[src/hdl/argsrt_pkg.sv]
// ----------------------------------------------------------------------------
// argsrt_pkg
// Shared field widths and controller/datapath interface types for the
// argsort index sorter.
// ----------------------------------------------------------------------------
package argsrt_pkg;

    // fixed widths of the channel fields
    localparam int KEY_FIELD_BITS = 32;
    localparam int POS_FIELD_BITS = 6;

    // commands from controller to datapath
    typedef struct packed {
        logic load;        // input transfer this cycle
        logic scan_clear;  // restart the scan for the next rank
        logic scan_run;    // advance the running scan
        logic emit;        // move the best candidate into the output register
        logic col_clear;   // column finished, drop fill count and flags
    } argsrt_cmd_t;

    // status from datapath to controller
    typedef struct packed {
        logic scan_done;   // every stored key compared for this rank
        logic out_free;    // output register can take a new result
        logic last_rank;   // the rank being found is the final one
    } argsrt_sts_t;

endpackage

[src/hdl/argsrt_ctrl.sv]
// ----------------------------------------------------------------------------
// argsrt_ctrl
// Controller: load phase, then one selection scan per output rank.
// ----------------------------------------------------------------------------
module argsrt_ctrl (
    input  logic                   aclk,
    input  logic                   aresetn,
    input  logic                   s_valid,
    input  logic                   s_end_of_column,
    output logic                   s_ready,
    input  argsrt_pkg::argsrt_sts_t sts,
    output argsrt_pkg::argsrt_cmd_t cmd
);

    typedef enum logic {
        ST_LOAD,
        ST_SCAN
    } state_t;

    state_t state_reg;
    state_t state_next;
    logic   ready_reg;

    always_comb begin
        cmd        = '0;
        state_next = state_reg;
        case (state_reg)
            ST_LOAD: begin
                cmd.load = s_valid && ready_reg;
                if (s_valid && ready_reg && s_end_of_column) begin
                    cmd.scan_clear = 1'b1;
                    state_next     = ST_SCAN;
                end
            end
            ST_SCAN: begin
                cmd.scan_run = 1'b1;
                if (sts.scan_done && sts.out_free) begin
                    cmd.emit = 1'b1;
                    if (sts.last_rank) begin
                        cmd.col_clear = 1'b1;
                        state_next    = ST_LOAD;
                    end else begin
                        cmd.scan_clear = 1'b1;
                    end
                end
            end
            default: begin
                state_next = ST_LOAD;
            end
        endcase
    end

    always_ff @(posedge aclk) begin
        if (!aresetn) begin
            state_reg <= ST_LOAD;
            ready_reg <= 1'b1;
        end else begin
            state_reg <= state_next;
            ready_reg <= (state_next == ST_LOAD);
        end
    end

    assign s_ready = ready_reg;

endmodule

[src/hdl/argsrt_datapath.sv]
// ----------------------------------------------------------------------------
// argsrt_datapath
// Key memory, fill count, selection scan registers and output register.
// ----------------------------------------------------------------------------
module argsrt_datapath #(
    parameter int DEPTH    = 64,
    parameter int KEY_BITS = 32
) (
    input  logic                                       aclk,
    input  logic                                       aresetn,
    input  logic signed [argsrt_pkg::KEY_FIELD_BITS-1:0] s_key_value,
    input  argsrt_pkg::argsrt_cmd_t                    cmd,
    output argsrt_pkg::argsrt_sts_t                    sts,
    input  logic                                       m_ready,
    output logic                                       m_valid,
    output logic        [argsrt_pkg::POS_FIELD_BITS-1:0] m_source_position,
    output logic signed [argsrt_pkg::KEY_FIELD_BITS-1:0] m_sorted_key,
    output logic                                       m_final_rank,
    output logic                                       m_dropped_items
);

    localparam int IW  = $clog2(DEPTH);
    localparam int CW  = $clog2(DEPTH + 1);
    localparam int EXT = (KEY_BITS > argsrt_pkg::KEY_FIELD_BITS) ?
                         KEY_BITS : argsrt_pkg::KEY_FIELD_BITS;

    logic [KEY_BITS-1:0] key_mem [DEPTH];

    logic [CW-1:0]       fill_reg;
    logic                overflow_reg;
    logic [CW-1:0]       idx_reg;
    logic                pend_reg;
    logic [IW-1:0]       cand_pos_reg;
    logic [KEY_BITS-1:0] rd_key_reg;
    logic [KEY_BITS-1:0] best_key_reg;
    logic [IW-1:0]       best_pos_reg;
    logic                best_found_reg;
    logic [KEY_BITS-1:0] last_key_reg;
    logic [IW-1:0]       last_pos_reg;
    logic                have_last_reg;
    logic [CW-1:0]       rank_reg;
    logic                m_valid_reg;
    logic [argsrt_pkg::POS_FIELD_BITS-1:0] out_pos_reg;
    logic [argsrt_pkg::KEY_FIELD_BITS-1:0] out_key_reg;
    logic                out_final_reg;
    logic                out_drop_reg;

    logic [EXT-1:0]      wide_in;
    logic [EXT-1:0]      wide_best;
    logic [KEY_BITS-1:0] in_key;
    logic                full;
    logic                stepping;
    logic                issue;
    logic                after_last;
    logic                better;
    logic                last_rank;

    // only the low key bits take part, zero-extended from the field
    assign wide_in   = EXT'($unsigned(s_key_value));
    assign in_key    = wide_in[KEY_BITS-1:0];
    assign wide_best = EXT'(best_key_reg);

    assign full      = (fill_reg == CW'(DEPTH));
    assign stepping  = cmd.scan_run && !cmd.scan_clear;
    assign issue     = stepping && (idx_reg != fill_reg);
    assign last_rank = ((rank_reg + CW'(1)) == fill_reg);

    // candidate must follow the last emitted (key, position) pair
    assign after_last = !have_last_reg
                     || ($signed(rd_key_reg) > $signed(last_key_reg))
                     || ((rd_key_reg == last_key_reg) && (cand_pos_reg > last_pos_reg));
    // positions come in ascending order, so ties keep the earlier one
    assign better     = !best_found_reg || ($signed(rd_key_reg) < $signed(best_key_reg));

    // key memory: one write port, one registered read port
    always_ff @(posedge aclk) begin
        if (cmd.load && !full) begin
            key_mem[fill_reg[IW-1:0]] <= in_key;
        end
        if (issue) begin
            rd_key_reg   <= key_mem[idx_reg[IW-1:0]];
            cand_pos_reg <= idx_reg[IW-1:0];
        end
    end

    // column bookkeeping and scan control
    always_ff @(posedge aclk) begin
        if (!aresetn) begin
            fill_reg       <= '0;
            overflow_reg   <= 1'b0;
            idx_reg        <= '0;
            pend_reg       <= 1'b0;
            best_found_reg <= 1'b0;
            have_last_reg  <= 1'b0;
            rank_reg       <= '0;
            m_valid_reg    <= 1'b0;
        end else begin
            if (cmd.load) begin
                if (full) begin
                    overflow_reg <= 1'b1;
                end else begin
                    fill_reg <= fill_reg + CW'(1);
                end
            end

            if (cmd.scan_clear) begin
                idx_reg        <= '0;
                pend_reg       <= 1'b0;
                best_found_reg <= 1'b0;
            end else if (cmd.scan_run) begin
                pend_reg <= issue;
                if (issue) begin
                    idx_reg <= idx_reg + CW'(1);
                end
                if (pend_reg && after_last && better) begin
                    best_found_reg <= 1'b1;
                end
            end

            if (cmd.emit) begin
                have_last_reg <= 1'b1;
                rank_reg      <= rank_reg + CW'(1);
            end
            if (cmd.col_clear) begin
                fill_reg      <= '0;
                overflow_reg  <= 1'b0;
                have_last_reg <= 1'b0;
                rank_reg      <= '0;
            end

            if (cmd.emit) begin
                m_valid_reg <= 1'b1;
            end else if (m_ready) begin
                m_valid_reg <= 1'b0;
            end
        end
    end

    // payload registers
    always_ff @(posedge aclk) begin
        if (stepping && pend_reg && after_last && better) begin
            best_key_reg <= rd_key_reg;
            best_pos_reg <= cand_pos_reg;
        end
        if (cmd.emit) begin
            last_key_reg  <= best_key_reg;
            last_pos_reg  <= best_pos_reg;
            out_pos_reg   <= argsrt_pkg::POS_FIELD_BITS'(best_pos_reg);
            out_key_reg   <= wide_best[argsrt_pkg::KEY_FIELD_BITS-1:0];
            out_final_reg <= last_rank;
            out_drop_reg  <= overflow_reg;
        end
    end

    assign sts.scan_done = (idx_reg == fill_reg) && !pend_reg;
    assign sts.out_free  = !m_valid_reg || m_ready;
    assign sts.last_rank = last_rank;

    assign m_valid           = m_valid_reg;
    assign m_source_position = out_pos_reg;
    assign m_sorted_key      = out_key_reg;
    assign m_final_rank      = out_final_reg;
    assign m_dropped_items   = out_drop_reg;

    // fill count never passes capacity
    a_fill_bound: assert property (@(posedge aclk) disable iff (!aresetn)
        fill_reg <= CW'(DEPTH))
        else $error("fill count beyond capacity");

    // a pending result is never overwritten
    a_no_overwrite: assert property (@(posedge aclk) disable iff (!aresetn)
        (m_valid_reg && !m_ready) |-> !cmd.emit)
        else $error("output register overwritten");

    // every emitted rank has found a candidate
    a_emit_found: assert property (@(posedge aclk) disable iff (!aresetn)
        cmd.emit |-> best_found_reg)
        else $error("emit without candidate");

    // final rank empties the column
    a_final_clears: assert property (@(posedge aclk) disable iff (!aresetn)
        (cmd.emit && last_rank) |=> (fill_reg == '0) && !overflow_reg)
        else $error("column not cleared after final rank");

endmodule

[src/hdl/argsort_index_sorter_unit.sv]
// ranks: after the item marking end of column, each rank takes one full scan of the n
//   stored keys, and a rank is emitted only once the output register is free
// throughput: one input transfer per cycle while loading; output is set by one
//   selection scan over the key memory per rank and by m_ready back-pressure
// reset: aresetn synchronous active low; clears fill count, overflow flag and handshake
//   state; the key memory is not cleared (only written entries are ever read)
// ----------------------------------------------------------------------------
// argsort_index_sorter_unit
// Stores one column of signed keys with their arrival positions and, at the
// end of the column, returns the positions in stable ascending key order.
// ----------------------------------------------------------------------------
module argsort_index_sorter_unit #(
    parameter int DEPTH    = 64,  // stored keys per column, 2 to 64
    parameter int KEY_BITS = 32   // compared key width, 8 to 64
) (
    input  logic                                         aclk,
    input  logic                                         aresetn,
    // input channel: one key per transfer
    input  logic                                         s_valid,
    output logic                                         s_ready,
    input  logic signed [argsrt_pkg::KEY_FIELD_BITS-1:0] s_key_value,
    input  logic                                         s_end_of_column,
    // result channel: one rank per transfer
    output logic                                         m_valid,
    input  logic                                         m_ready,
    output logic        [argsrt_pkg::POS_FIELD_BITS-1:0] m_source_position,
    output logic signed [argsrt_pkg::KEY_FIELD_BITS-1:0] m_sorted_key,
    output logic                                         m_final_rank,
    output logic                                         m_dropped_items
);

    // command and status bundles between controller and datapath
    argsrt_pkg::argsrt_cmd_t cmd;
    argsrt_pkg::argsrt_sts_t sts;

    // controller: accepts keys in load phase; at end of column it runs one
    // scan per rank and hands each winner to the output register
    argsrt_ctrl u_ctrl (
        .aclk            (aclk),
        .aresetn         (aresetn),
        .s_valid         (s_valid),
        .s_end_of_column (s_end_of_column),
        .s_ready         (s_ready),
        .sts             (sts),
        .cmd             (cmd)
    );

    // datapath: key memory indexed by arrival position; each scan finds the
    // smallest (key, position) pair above the one emitted last, which gives
    // a stable order without moving any stored key
    argsrt_datapath #(
        .DEPTH    (DEPTH),
        .KEY_BITS (KEY_BITS)
    ) u_datapath (
        .aclk              (aclk),
        .aresetn           (aresetn),
        .s_key_value       (s_key_value),
        .cmd               (cmd),
        .sts               (sts),
        .m_ready           (m_ready),
        .m_valid           (m_valid),
        .m_source_position (m_source_position),
        .m_sorted_key      (m_sorted_key),
        .m_final_rank      (m_final_rank),
        .m_dropped_items   (m_dropped_items)
    );

endmodule
[config.mk]
export PLATFORM = sky130hd
export DESIGN_NAME = argsort_index_sorter_unit
export DESIGN_NICKNAME = d
export VERILOG_FILES = /design/src/hdl/argsrt_pkg.sv /design/src/hdl/argsrt_ctrl.sv /design/src/hdl/argsrt_datapath.sv /design/src/hdl/argsort_index_sorter_unit.sv
export SDC_FILE = /design/constraint.sdc
export NUM_CORES = 2
export LEC_CHECK = 0
export BUFFER_PORTS_ARGS = -buffer_cell sky130_fd_sc_hd__clkbuf_2
export CAP_MARGIN = 25
export CORE_MARGIN = 10
export CORE_UTILIZATION = 47
export CTS_CLUSTER_SIZE = 28
export DETAILED_ROUTE_END_ITERATION = 8
export PLACE_DENSITY_LB_ADDON = 0.05
export SETUP_SLACK_MARGIN = 0.05
export SYNTH_ARGS = -nofsm -noshare
export SYNTH_HDL_FRONTEND = slang
export SYNTH_SLANG_ARGS = --single-unit
[constraint.sdc]
create_clock -name aclk -period 9.3 [get_ports aclk]
set_clock_uncertainty 0.2 [all_clocks]
set_input_delay 1.395 -clock aclk [delete_from_list [all_inputs] [get_ports aclk]]
set_output_delay 1.395 -clock aclk [all_outputs]
set_load 0.02 [all_outputs]
==> results by group <==
Yosys
  • Mapped Area: 84300 µm²
  • EDFF count, synth: 2164
  • Prevailing post-synth register cell: edfxtp_1
  • Share of the synthesized area in the top cell type: 77.0%
  • Yosys reg bits: 2192
  • Ys Warns: 0
  • Cells after synthesis: 3499
  • Yosys cell types: 49
  • Syn Area/Cell: 24.1 µm²
  • Ys async rst share: 0%
  • Post-synth top area cell: edfxtp_1
  • Mapped Nets: 3609
  • Top post-synthesis cells by area: edfxtp_1 77%, mux4_2 18%, ha_1 1.1%
  • Seq/Total Area, Yosys: 77.7%

Timing
  • Period utilisation layout: 49.9%
  • Slew @ Worst Pin: 1.08 ns
  • Setup TNS: 0 ns
  • Final Slew Violations: 0
  • Slew headroom: 27.9%
  • Final setup vio count: 0
  • Fin. Hold Viols: 0
  • Hold WS: 0.216 ns
  • Min Clock Period, post-route: 4.64 ns
  • RSZ-0062 raised after global routing: no
  • Max Fclk: 0.215 GHz

CTS
  • Later-pin clock latency in the skew report: 0.85 ns
  • Number of clock sinks: 2192
  • TritonCTS Buffers: 222
  • Root Buffer: clkbuf_16
  • Clk slew on worst S/H paths: 0.06 ns
  • Setup Fix Bufs, Post-CTS: 0
  • Deepest clock path buffer count: 3
  • CTS tree: yes
  • CTS Hold Bufs: 0
  • H-tree Lvls: 4
  • # resized after CTS: 0

Critical path
  • Crit start category: flop
  • CP max FO: 59
  • CP Data Arrival Time: 5.02 ns
  • Critical Path RT: 9.68 ns
  • Worst Setup End Kind: flop
  • CP Class: flop to flop

Power and ir drop
  • VDD IR max: 0.172 mV
  • Final Power: 20.2 mW
  • PwrDens: 211 nW/µm²
  • Lkg Pwr: 29.1 nW

Floorplan
  • Core area: 178000 µm²
  • Die Area: 197000 µm²
  • Number of I/O pins: 79
  • Height of the die: 444 µm
  • Initial Util: 47.3%
  • Row cnt: 155
  • Die width: 444 µm

Routing
  • First drt pass iteration count: 5
  • Via/cell ratio: 6.05
  • Detailed Route WL: 222000 µm
  • ANT nets after route: 0
  • DR iter-0 viols: 4138
  • Vias: 38197
  • DRC viols: 0
  • WL/cell: 35.1 µm

Final layout
  • Nets: 3869
  • Share of layout cells above drive strength 1: 31.9%
  • Final core utilization: 53.7%
  • Largest register FFs: 2048
  • Layout area overhead: 13.5%
  • Non-filler cells in the finished layout: 6316
  • Filler instances: 13470

Place
  • Post-DP HPWL: 124000 µm
  • Placer Congestion: 0.779
  • Placed cells: 5888
  • PortBufs: 78

Job
  • MaxCap Viol Count: 0

Global route
  • Largest net degree at the start of global routing: 120
  • Antenna violations before repair: 34
  • GRT overflow: 0
  • All-layer global routing usage: 22.5%
  • First-pass GRT wire length: 312000 µm
  • Vias in the first global route: 40529

Min path
  • Hold WC Path Type: flop to flop

Status
  • Outcome: completed
critical path, stage by stage (launching register included):
cell and delay, ns:
dfxtp_4 1.04, buf_4 0.67, buf_4 0.75, mux4_2 0.43
mux4_2 0.59, mux4_2 0.49
layer usage:
metal,global-route usage (%),share of wire [%]
met5,0,0.024
met4,7.48,3.1
met3,5.60,7.3
met2,36.7,49
met1,29.8,40
cell type report:
class | count | area [µm²] | share of cell area, %
diodes | 14 | 35.0 | 0.0366
clock buffers | 280 | 5910 | 6.17
clock inverters | 132 | 1050 | 1.09
inverters | 80 | 300 | 0.314
multi-input cells | 1061 | 18200 | 19.0
flip-flops and latches | 2192 | 65600 | 68.5
well taps | 2355 | 2950 | 3.08
repair buffers | 202 | 1710 | 1.79
through the flow:
stage               setup WS [ns]  instance area (µm²)
floorplan                    5.09                84300
detailed placement           4.56                88700
finish                       4.66                95700
CTS                          4.60                95700
global placement             4.27                88300
global route                 4.53                95700
worst paths after layout:
check	start	end	slack [ns]	depth (start not counted)
worst max-delay path	u_datapath.idx_reg[1]	u_datapath.rd_key_reg[17]	4.66	5
worst min-delay path	u_datapath.best_pos_reg[1]	u_datapath.last_pos_reg[1]	0.22	0
worst max register to register	u_datapath.idx_reg[1]	u_datapath.rd_key_reg[17]	4.66	5
worst min register to register	u_datapath.best_pos_reg[1]	u_datapath.last_pos_reg[1]	0.22	0
power by group:
group          switching, mW  total (mW)  internal (mW)  leakage [nW]
sequential            0.0420        11.0           10.9          19.7
combinational          0.457       0.733          0.276          5.95
clock                   3.68        8.54           4.86          3.41
total                   4.18        20.2           16.0          29.1
cells in the final DEF, fill, tap and decap left out, drive strengths merged, types with 15 or more instances in the layout:
cell type,synthesis,routed
xor2,15,15
a21oi,31,31
nor2,105,105
buf,87,124
nand2,41,41
clkbuf,79,358
mux4,672,672
xnor2,20,20
edfxtp,2164,2164
nand4,21,21
ha,73,73
inv,80,88
dfxtp,28,28
clkinv,0,106
o21ai,16,16
cells in the mapped netlist, types with 20 or more instances:
cell type  number
edfxtp_1     2164
buf_1          42
xnor2_1        20
ha_1           73
nand4_1        21
mux4_2        672
inv_1          78
dfxtp_1        28
nor2_1        105
a21oi_1        31
nand2_1        40
clkbuf_1       79
buf_4          24
cell families (layout without fill, tap and decap cells):
kind of cell,after synthesis,in the layout,share of synthesized area (%)
other,0,14,0
adders and majority gates,73,73,1.08
DFF,2192,2192,77.7
and+or+nand+nor,207,207,1.10
xor gates and xnor gates,35,35,0.363
AOI/OAI and AO/OA,71,71,0.513
buffers and inverters,246,694,1.25
muxes,675,675,18.0
Note: power is estimated with default switching activity, not from simulation.
